`config.mk`:
```
export PLATFORM = sky130hd
export DESIGN_NAME = quoted_field_grid_tokenizer
export DESIGN_NICKNAME = d
export VERILOG_FILES = /design/src/design/qfgt_pkg.sv /design/src/design/quoted_field_grid_tokenizer.sv
export SDC_FILE = /design/constraint.sdc
export NUM_CORES = 1
export LEC_CHECK = 0
export BUFFER_PORTS_ARGS = -buffer_cell sky130_fd_sc_hd__buf_4
export CORE_AREA = 4 4 106 184
export CTS_CLUSTER_DIAMETER = 80
export DETAILED_ROUTE_END_ITERATION = 7
export DIE_AREA = 0 0 110 188
export PLACE_DENSITY = 0.62
export SLEW_MARGIN = 0
export SYNTH_ARGS = -nofsm -noshare
export SYNTH_HDL_FRONTEND = slang
export SYNTH_SLANG_ARGS = --single-unit
```
`constraint.sdc`:
```
create_clock -name clk_i -period 5 [get_ports clk_i]
set_input_delay 0.25 -clock clk_i [delete_from_list [all_inputs] [get_ports clk_i]]
set_output_delay 0.25 -clock clk_i [all_outputs]
set_load 0.01 [all_outputs]
```
`src/design/qfgt_pkg.sv`:
```
// Package for the quoted field grid tokenizer: beat structs, scan modes,
// character codes and the width limits of the counters.
// Depends on nothing; the tokenizer module imports it.
package qfgt_pkg;

  localparam int unsigned WidthBits = 8;
  localparam int unsigned RowBits   = 16;

  localparam logic [WidthBits-1:0] WidthMax = '1;
  localparam logic [RowBits-1:0]   RowsMax  = '1;

  localparam logic [7:0] ChHash   = 8'h23;
  localparam logic [7:0] ChQuote  = 8'h22;
  localparam logic [7:0] ChBslash = 8'h5C;
  localparam logic [7:0] ChT      = 8'h74;
  localparam logic [7:0] ChN      = 8'h6E;
  localparam logic [7:0] ChTab    = 8'h09;
  localparam logic [7:0] ChCr     = 8'h0D;
  localparam logic [7:0] ChLf     = 8'h0A;
  localparam logic [7:0] ChSpace  = 8'h20;

  typedef enum logic [2:0] {
    MODE_BETWEEN    = 3'd0,
    MODE_QUOTED     = 3'd1,
    MODE_RAW        = 3'd2,
    MODE_LINE_START = 3'd3,
    MODE_COMMENT    = 3'd4
  } scan_mode_e;

  typedef struct packed {
    logic [7:0] in_byte;
    logic       end_of_input;
  } in_beat_t;

  typedef struct packed {
    logic                 char_valid;
    logic [7:0]           char_out;
    logic                 cell_begin;
    logic                 cell_end;
    logic                 row_end;
    logic [WidthBits-1:0] row_width;
    logic [RowBits-1:0]   row_total;
    logic [WidthBits-1:0] widest_row;
  } out_beat_t;

  function automatic logic is_blank(input logic [7:0] c);
    return (c inside {ChSpace, ChTab});
  endfunction

  function automatic logic is_break(input logic [7:0] c);
    return (c inside {ChCr, ChLf});
  endfunction

endpackage

```
`src/design/quoted_field_grid_tokenizer.sv`:
```
// Top level of the quoted field grid tokenizer: scanner state, counters,
// output register and skid stage. Depends on qfgt_pkg.
//
//   Channel | Direction | Handshake                | Payload
//   --------+-----------+--------------------------+------------------------
//   in      | sink      | in_valid_i / in_stall_o   | in_data_i  (in_beat_t)
//   out     | source    | out_valid_o / out_stall_i | out_data_o (out_beat_t)
//
// Every accepted byte gives exactly one registered result beat, and a new
// byte can be taken in every cycle while the skid stage is empty. The
// scanner state and counters update in the cycle of acceptance, so the only
// loop is the mode and counter update. Reset puts the scanner at line start
// with all counters cleared and both output stages empty. When the sink
// stalls, one result waits in the output register and one more in the skid
// stage; only a full skid stage stalls the input.
module quoted_field_grid_tokenizer
  import qfgt_pkg::*;
(
  input  logic      clk_i,
  input  logic      rst_ni,
  input  logic      in_valid_i,
  output logic      in_stall_o,
  input  in_beat_t  in_data_i,
  output logic      out_valid_o,
  input  logic      out_stall_i,
  output out_beat_t out_data_o
);

  // Scanner state.
  scan_mode_e           mode_q, mode_d;
  logic                 esc_q, esc_d;
  logic                 has_cell_q, has_cell_d;
  logic [WidthBits-1:0] cells_q, cells_d;
  logic [RowBits-1:0]   rows_q, rows_d;
  logic [WidthBits-1:0] maxw_q, maxw_d;

  // Output register and skid stage.
  logic      out_valid_q, skid_valid_q;
  out_beat_t out_q, skid_q;

  logic      in_fire, out_fire;
  out_beat_t res;

  // Per-byte decisions.
  logic       eoi;
  logic [7:0] c;
  logic       open_cell, close_row, emit, cell_end;
  logic [7:0] emit_char;

  assign in_stall_o  = skid_valid_q;
  assign in_fire     = in_valid_i && !skid_valid_q;
  assign out_fire    = out_valid_q && !out_stall_i;
  assign out_valid_o = out_valid_q;
  assign out_data_o  = out_q;

  assign eoi = in_data_i.end_of_input;
  assign c   = eoi ? ChLf : in_data_i.in_byte;

  // Mode decoding. Between cells and line start behave the same way.
  always_comb begin
    open_cell = 1'b0;
    close_row = 1'b0;
    emit      = 1'b0;
    emit_char = c;
    cell_end  = 1'b0;
    mode_d    = mode_q;
    esc_d     = esc_q;
    case (mode_q)
      MODE_QUOTED: begin
        if (eoi) begin
          // An unterminated quote is closed at end of input.
          cell_end  = 1'b1;
          esc_d     = 1'b0;
          close_row = 1'b1;
        end else if (esc_q) begin
          esc_d = 1'b0;
          if (c == ChQuote || c == ChBslash) begin
            emit = 1'b1;
          end else if (c == ChT) begin
            emit      = 1'b1;
            emit_char = ChTab;
          end else if (c == ChN) begin
            emit      = 1'b1;
            emit_char = ChLf;
          end
        end else if (c == ChBslash) begin
          esc_d = 1'b1;
        end else if (c == ChQuote) begin
          cell_end = 1'b1;
          mode_d   = MODE_BETWEEN;
        end else begin
          emit = 1'b1;
        end
      end
      MODE_RAW: begin
        if (is_blank(c)) begin
          cell_end = 1'b1;
          mode_d   = MODE_BETWEEN;
        end else if (is_break(c)) begin
          cell_end  = 1'b1;
          close_row = 1'b1;
        end else begin
          emit = 1'b1;
        end
      end
      MODE_COMMENT: begin
        close_row = is_break(c);
      end
      default: begin
        if (is_break(c)) begin
          close_row = 1'b1;
        end else if (c == ChHash) begin
          mode_d = MODE_COMMENT;
        end else if (c == ChQuote) begin
          open_cell = 1'b1;
          esc_d     = 1'b0;
          mode_d    = MODE_QUOTED;
        end else if (!is_blank(c)) begin
          open_cell = 1'b1;
          emit      = 1'b1;
          mode_d    = MODE_RAW;
        end else begin
          mode_d = MODE_BETWEEN;
        end
      end
    endcase
    if (close_row) begin
      mode_d = MODE_LINE_START;
    end
  end

  // Counters. A row is only counted if it holds at least one cell.
  always_comb begin
    has_cell_d = has_cell_q;
    cells_d    = cells_q;
    rows_d     = rows_q;
    maxw_d     = maxw_q;
    if (close_row) begin
      has_cell_d = 1'b0;
      cells_d    = '0;
      if (has_cell_q) begin
        if (rows_q != RowsMax) begin
          rows_d = rows_q + 1'b1;
        end
        if (cells_q > maxw_q) begin
          maxw_d = cells_q;
        end
      end
    end else if (open_cell) begin
      has_cell_d = 1'b1;
      if (cells_q != WidthMax) begin
        cells_d = cells_q + 1'b1;
      end
    end
  end

  always_comb begin
    res.char_valid = emit;
    res.char_out   = emit ? emit_char : 8'h00;
    res.cell_begin = open_cell;
    res.cell_end   = cell_end;
    res.row_end    = close_row && has_cell_q;
    res.row_width  = (close_row && has_cell_q) ? cells_q : '0;
    res.row_total  = rows_d;
    res.widest_row = maxw_d;
  end

  always_ff @(posedge clk_i or negedge rst_ni) begin
    if (!rst_ni) begin
      mode_q     <= MODE_LINE_START;
      esc_q      <= 1'b0;
      has_cell_q <= 1'b0;
      cells_q    <= '0;
      rows_q     <= '0;
      maxw_q     <= '0;
    end else if (in_fire) begin
      mode_q     <= mode_d;
      esc_q      <= esc_d;
      has_cell_q <= has_cell_d;
      cells_q    <= cells_d;
      rows_q     <= rows_d;
      maxw_q     <= maxw_d;
    end
  end

  // Output register with a one-entry skid stage behind it.
  always_ff @(posedge clk_i or negedge rst_ni) begin
    if (!rst_ni) begin
      out_valid_q  <= 1'b0;
      skid_valid_q <= 1'b0;
    end else begin
      if (skid_valid_q) begin
        if (out_fire) begin
          skid_valid_q <= 1'b0;
        end
      end else if (in_fire) begin
        if (out_valid_q && !out_fire) begin
          skid_valid_q <= 1'b1;
        end else begin
          out_valid_q <= 1'b1;
        end
      end else if (out_fire) begin
        out_valid_q <= 1'b0;
      end
    end
  end

  always_ff @(posedge clk_i) begin
    if (skid_valid_q) begin
      if (out_fire) begin
        out_q <= skid_q;
      end
    end else if (in_fire) begin
      if (out_valid_q && !out_fire) begin
        skid_q <= res;
      end else begin
        out_q <= res;
      end
    end
  end

  // The skid stage only fills behind a waiting result.
  a_skid_behind_out : assert property (@(posedge clk_i) disable iff (!rst_ni)
    skid_valid_q |-> out_valid_q)
    else $error("skid stage holds a beat while the output register is empty");

  // An escape can only be pending inside a quoted cell.
  a_esc_in_quote : assert property (@(posedge clk_i) disable iff (!rst_ni)
    esc_q |-> (mode_q == MODE_QUOTED))
    else $error("escape pending outside a quoted cell");

  // An open cell always marks its row as holding a cell.
  a_cell_marks_row : assert property (@(posedge clk_i) disable iff (!rst_ni)
    (mode_q == MODE_RAW || mode_q == MODE_QUOTED) |-> has_cell_q)
    else $error("open cell in a row not marked as holding a cell");

  // A finished row always reports a nonzero width.
  a_row_width : assert property (@(posedge clk_i) disable iff (!rst_ni)
    (out_valid_q && out_q.row_end) |-> (out_q.row_width != '0))
    else $error("row end with zero width");

  // A cell never opens and closes on the same byte.
  a_begin_end : assert property (@(posedge clk_i) disable iff (!rst_ni)
    (out_valid_q && out_q.cell_begin) |-> !out_q.cell_end)
    else $error("cell begins and ends on one byte");

endmodule
```
==> results.yml <==
routing:
  drc: 0
  dr.pass1.iters: 4
  viasPerCell: 5.108
  drt-total-wl_mm: 13.53
  drtIter0Drc: 188
  wirelength_met1_mm: 4.982
  wl_met2_mm: 7.749
  wl_per_cell_um: 16.87
  top_layer: "met4"
  ant_nets: 0
  routed-wl-met3_um: 352
  vias: 4097
setup_path:
  crit_slowest_cell: "dfstp_2"
  end_kind: "flop"
  rr_worst_depth: 7
  start_kind: "flop"
  max_stage_delay_ns: 0.59
  critical_path.most_common_cell: "o21ai_4"
  crit_required_ns: 5.17
  r2r-start: "mode_q[0]"
  crit_path_max_fanout: 23
  regToRegSetupSlack_ns: 1.98
  reg2reg_to: "out_data_o[0]"
  path_class: "flop to flop"
  cp.arrival_ns: 3.18
  crit_path_cell_trace: "nor3b_1, a2111oi_4, o21ai_4, inv_2, o21ai_4, mux2_4, mux2_2"
timing:
  rsz0062_at_grt: "no"
  skew_ns: 0.01043
  worst_slew_pin_slew_ns: 1.080
  setup_viol: 0
  min_period_ns: 3.019
  max_slew_margin: 0.2800
  min_period_over_period: 0.6037
  max_freq_ghz: 0.3313
  hold_viol_final: 0
  maxSlewViolCount: 0
  fin_tns_setup_ns: 0
cts:
  cts.sinks: 127
  cts_made_buffers: 17
  h-tree-depth: 4
  clockRootBuffer: "clkbuf_16"
  worstSkewPairLatency_ns: 0.42
  tritoncts: "yes"
  post_cts_buffers: 0
  clkTransAtPathRegs_ns: 0.06
  clock_path_buffers: 2
die:
  die_y_um: 188
  rows: 65
  die_width_um: 110
  ios: 59
  dieArea_um2: 20680
  coreArea_um2: 17970
  start_util: 0.3449
final_layout:
  fin_nets: 578
  drive_above_1_share: 0.2799
  area_delta_synth_final_pct: 20.18
  n_antenna_cell: 0
  stdcell_area_um2: 7451
synthesis:
  synth_warnings: 0
  synth_area_per_cell_um2: 12.52
  ys_seq_area_frac: 0.5841
  synth_edf_count: 88
  synth_nets: 518
  synth_ff_type: "edfxtp_1"
  netlist_instances: 495
  yosysUniqueCellTypes: 56
  synthArstFlopShare: 0.3071
  netlist_area_um2: 6200
  yosys_register_bits: 127
pwr:
  power_density_nw_per_um2: 528.7
  leakage_nw: 3.051
  ir_worst_vdd_v: 0.0003306
placed_design:
  gp_congestion: 0.8499
  placed_area_um2: 6853
  portBuffers: 58
  dp_hpwl_mm: 9.627
global_route:
  grt_max_degree: 61
  track_usage: 0.1384
  grt_pass1_wl_mm: 21.82
  grt_pass1_vias: 4283
  antenna_found_initial: 0
  grt_overflow: 0
min_path:
  hold_depth: 3
  worstHoldEndpoint: "in_stall_o"
  min_path_type: "primary input to flop"
  hold_start: "out_stall_i"
flow_run:
  max_cap_violations: 0
status:
  outcome: "completed"
-- registers in the layout, indices dropped and copies added (netlist names) --
register,cells
skid_q,44
in_stall_o,1
maxw_q,8
esc_q,1
cells_q,8
out_valid_o,1
out_data_o,44
mode_q,3
has_cell_q,1
rows_q,16
-- stage by stage --
step                power [W]  utilization  setup WS [ns]  hold WS, ns  cells
detailed placement   0.002764       0.3813          2.024       0.2768    769
global placement     0.002728       0.3813          2.040       0.2694    769
CTS                  0.003999       0.4145          1.967      0.08055    802
global route         0.004156       0.4145          1.835       0.1122    802
finish               0.003939       0.4145          1.981       0.1041    802
floorplan            0.002313            -          1.081     -0.04559    495
-- routing by layer --
| layer | up-vias | global-route usage |
|---|---|---|
| met4 | 0 | 0.08641 |
| li1 | 1967 | - |
| met3 | 26 | 0.02549 |
| met5 | - | 0 |
| met2 | 85 | 0.2502 |
| met1 | 2019 | 0.1411 |
-- final cells by class --
| cell class | instances | area, µm² |
|---|---|---|
| multi-input combinational | 327 | 2409 |
| clock inverter | 15 | 162.7 |
| fill | 1648 | 10520 |
| inverter | 21 | 78.83 |
| sequential | 127 | 3622 |
| timing repair buffer | 61 | 460.4 |
| tap | 234 | 292.8 |
| clock buffer | 17 | 425.4 |
-- worst max-delay path, delay by kind of cell, from the launching register on --
kind / cells / cell delay, ns
buffers and inverters: 1 / 0.27
muxes: 2 / 0.62
DFF: 1 / 0.59
AOI/OAI and AO/OA: 3 / 0.76
and+or+nand+nor: 1 / 0.53
-- cells in the final DEF (no fill, tap or decap), types with 5 or more instances in the layout --
cell type / n
xor2_1: 19
nand4_1: 11
nor2_1: 32
a31oi_1: 8
dfrtp_1: 36
a21oi_1: 21
and4_1: 5
clkinvlp_4: 5
ha_1: 10
o21ai_0: 11
and3_1: 13
nor3_1: 9
clkbuf_16: 17
and2_1: 9
mux2_2: 44
o31ai_1: 8
edfxtp_1: 88
nand3_1: 12
mux2_4: 8
mux2i_1: 8
inv_1: 20
buf_4: 60
nand2b_1: 6
nand2_1: 37
-- cells by family after synthesis --
group | count (synthesis) | synth area share
AO/OA/AOI/OAI | 70 | 0.07831
XOR/XNOR | 23 | 0.03249
adder cells (fa/ha/maj) | 10 | 0.02018
buffers and inverters | 41 | 0.02946
flip-flops | 127 | 0.5841
multiplexers | 60 | 0.1122
AND/OR/NAND/NOR | 164 | 0.1433
-- Yosys cell counts (2+ instances only) --
cell	n	share of area
a211oi_1	3	0.0036
a21oi_1	22	0.018
a31oi_1	8	0.0081
and2_1	9	0.0091
and3_1	14	0.014
and4_1	5	0.0071
buf_2	2	0.0016
buf_4	3	0.0036
buf_6	2	0.0036
clkbuf_1	12	0.0073
dfrtp_1	37	0.15
dfstp_2	2	0.0085
edfxtp_1	88	0.43
ha_1	10	0.020
inv_1	20	0.012
mux2_2	44	0.080
mux2_4	8	0.019
mux2i_1	8	0.013
nand2_1	37	0.022
nand2b_1	6	0.0061
nand3_1	12	0.0097
nand3b_1	3	0.0036
nand4_1	11	0.011
nor2_1	32	0.019
nor2b_1	4	0.0040
nor3_1	9	0.0073
nor3b_1	4	0.0048
nor4_1	2	0.0020
o21a_1	3	0.0036
o21ai_0	11	0.0089
o21ai_4	2	0.0052
o31a_1	2	0.0028
o31ai_1	8	0.0097
o41ai_1	4	0.0057
or3_1	4	0.0040
or4_1	3	0.0036
xnor2_1	4	0.0057
xor2_1	19	0.027
-- power by group --
group	internal, W	switching (W)	leakage [nW]	total, W
registers	0.00148	0.000130	1.36	0.00161
clock network	0.000738	0.000484	0.270	0.00122
logic	0.000479	0.000627	1.42	0.00111
total	0.00270	0.00124	3.05	0.00394
-- timing repair --
item                                   CTS  global route
endpoints found under the hold margin   37             0
resized for setup                        0             0
hold buffers                             1             0
-- how the worst max path moves through the flow --
stage | depth (start not counted) | slack [ns] | start | end
6_report | 7 | 1.98 | mode_q[0] | out_data_o[0]
5_1_grt | 7 | 1.83 | mode_q[0] | out_data_o[0]
4_1_cts | 7 | 1.97 | mode_q[0] | out_data_o[0]
3_5_place_dp | 7 | 2.02 | mode_q[0] | out_data_o[0]
3_3_place_gp | 8 | 2.04 | in_data_i[0] | out_data_o[43]
2_1_floorplan | 5 | 1.08 | in_stall_o | out_data_o[0]
(Power assumes the default switching activity.)
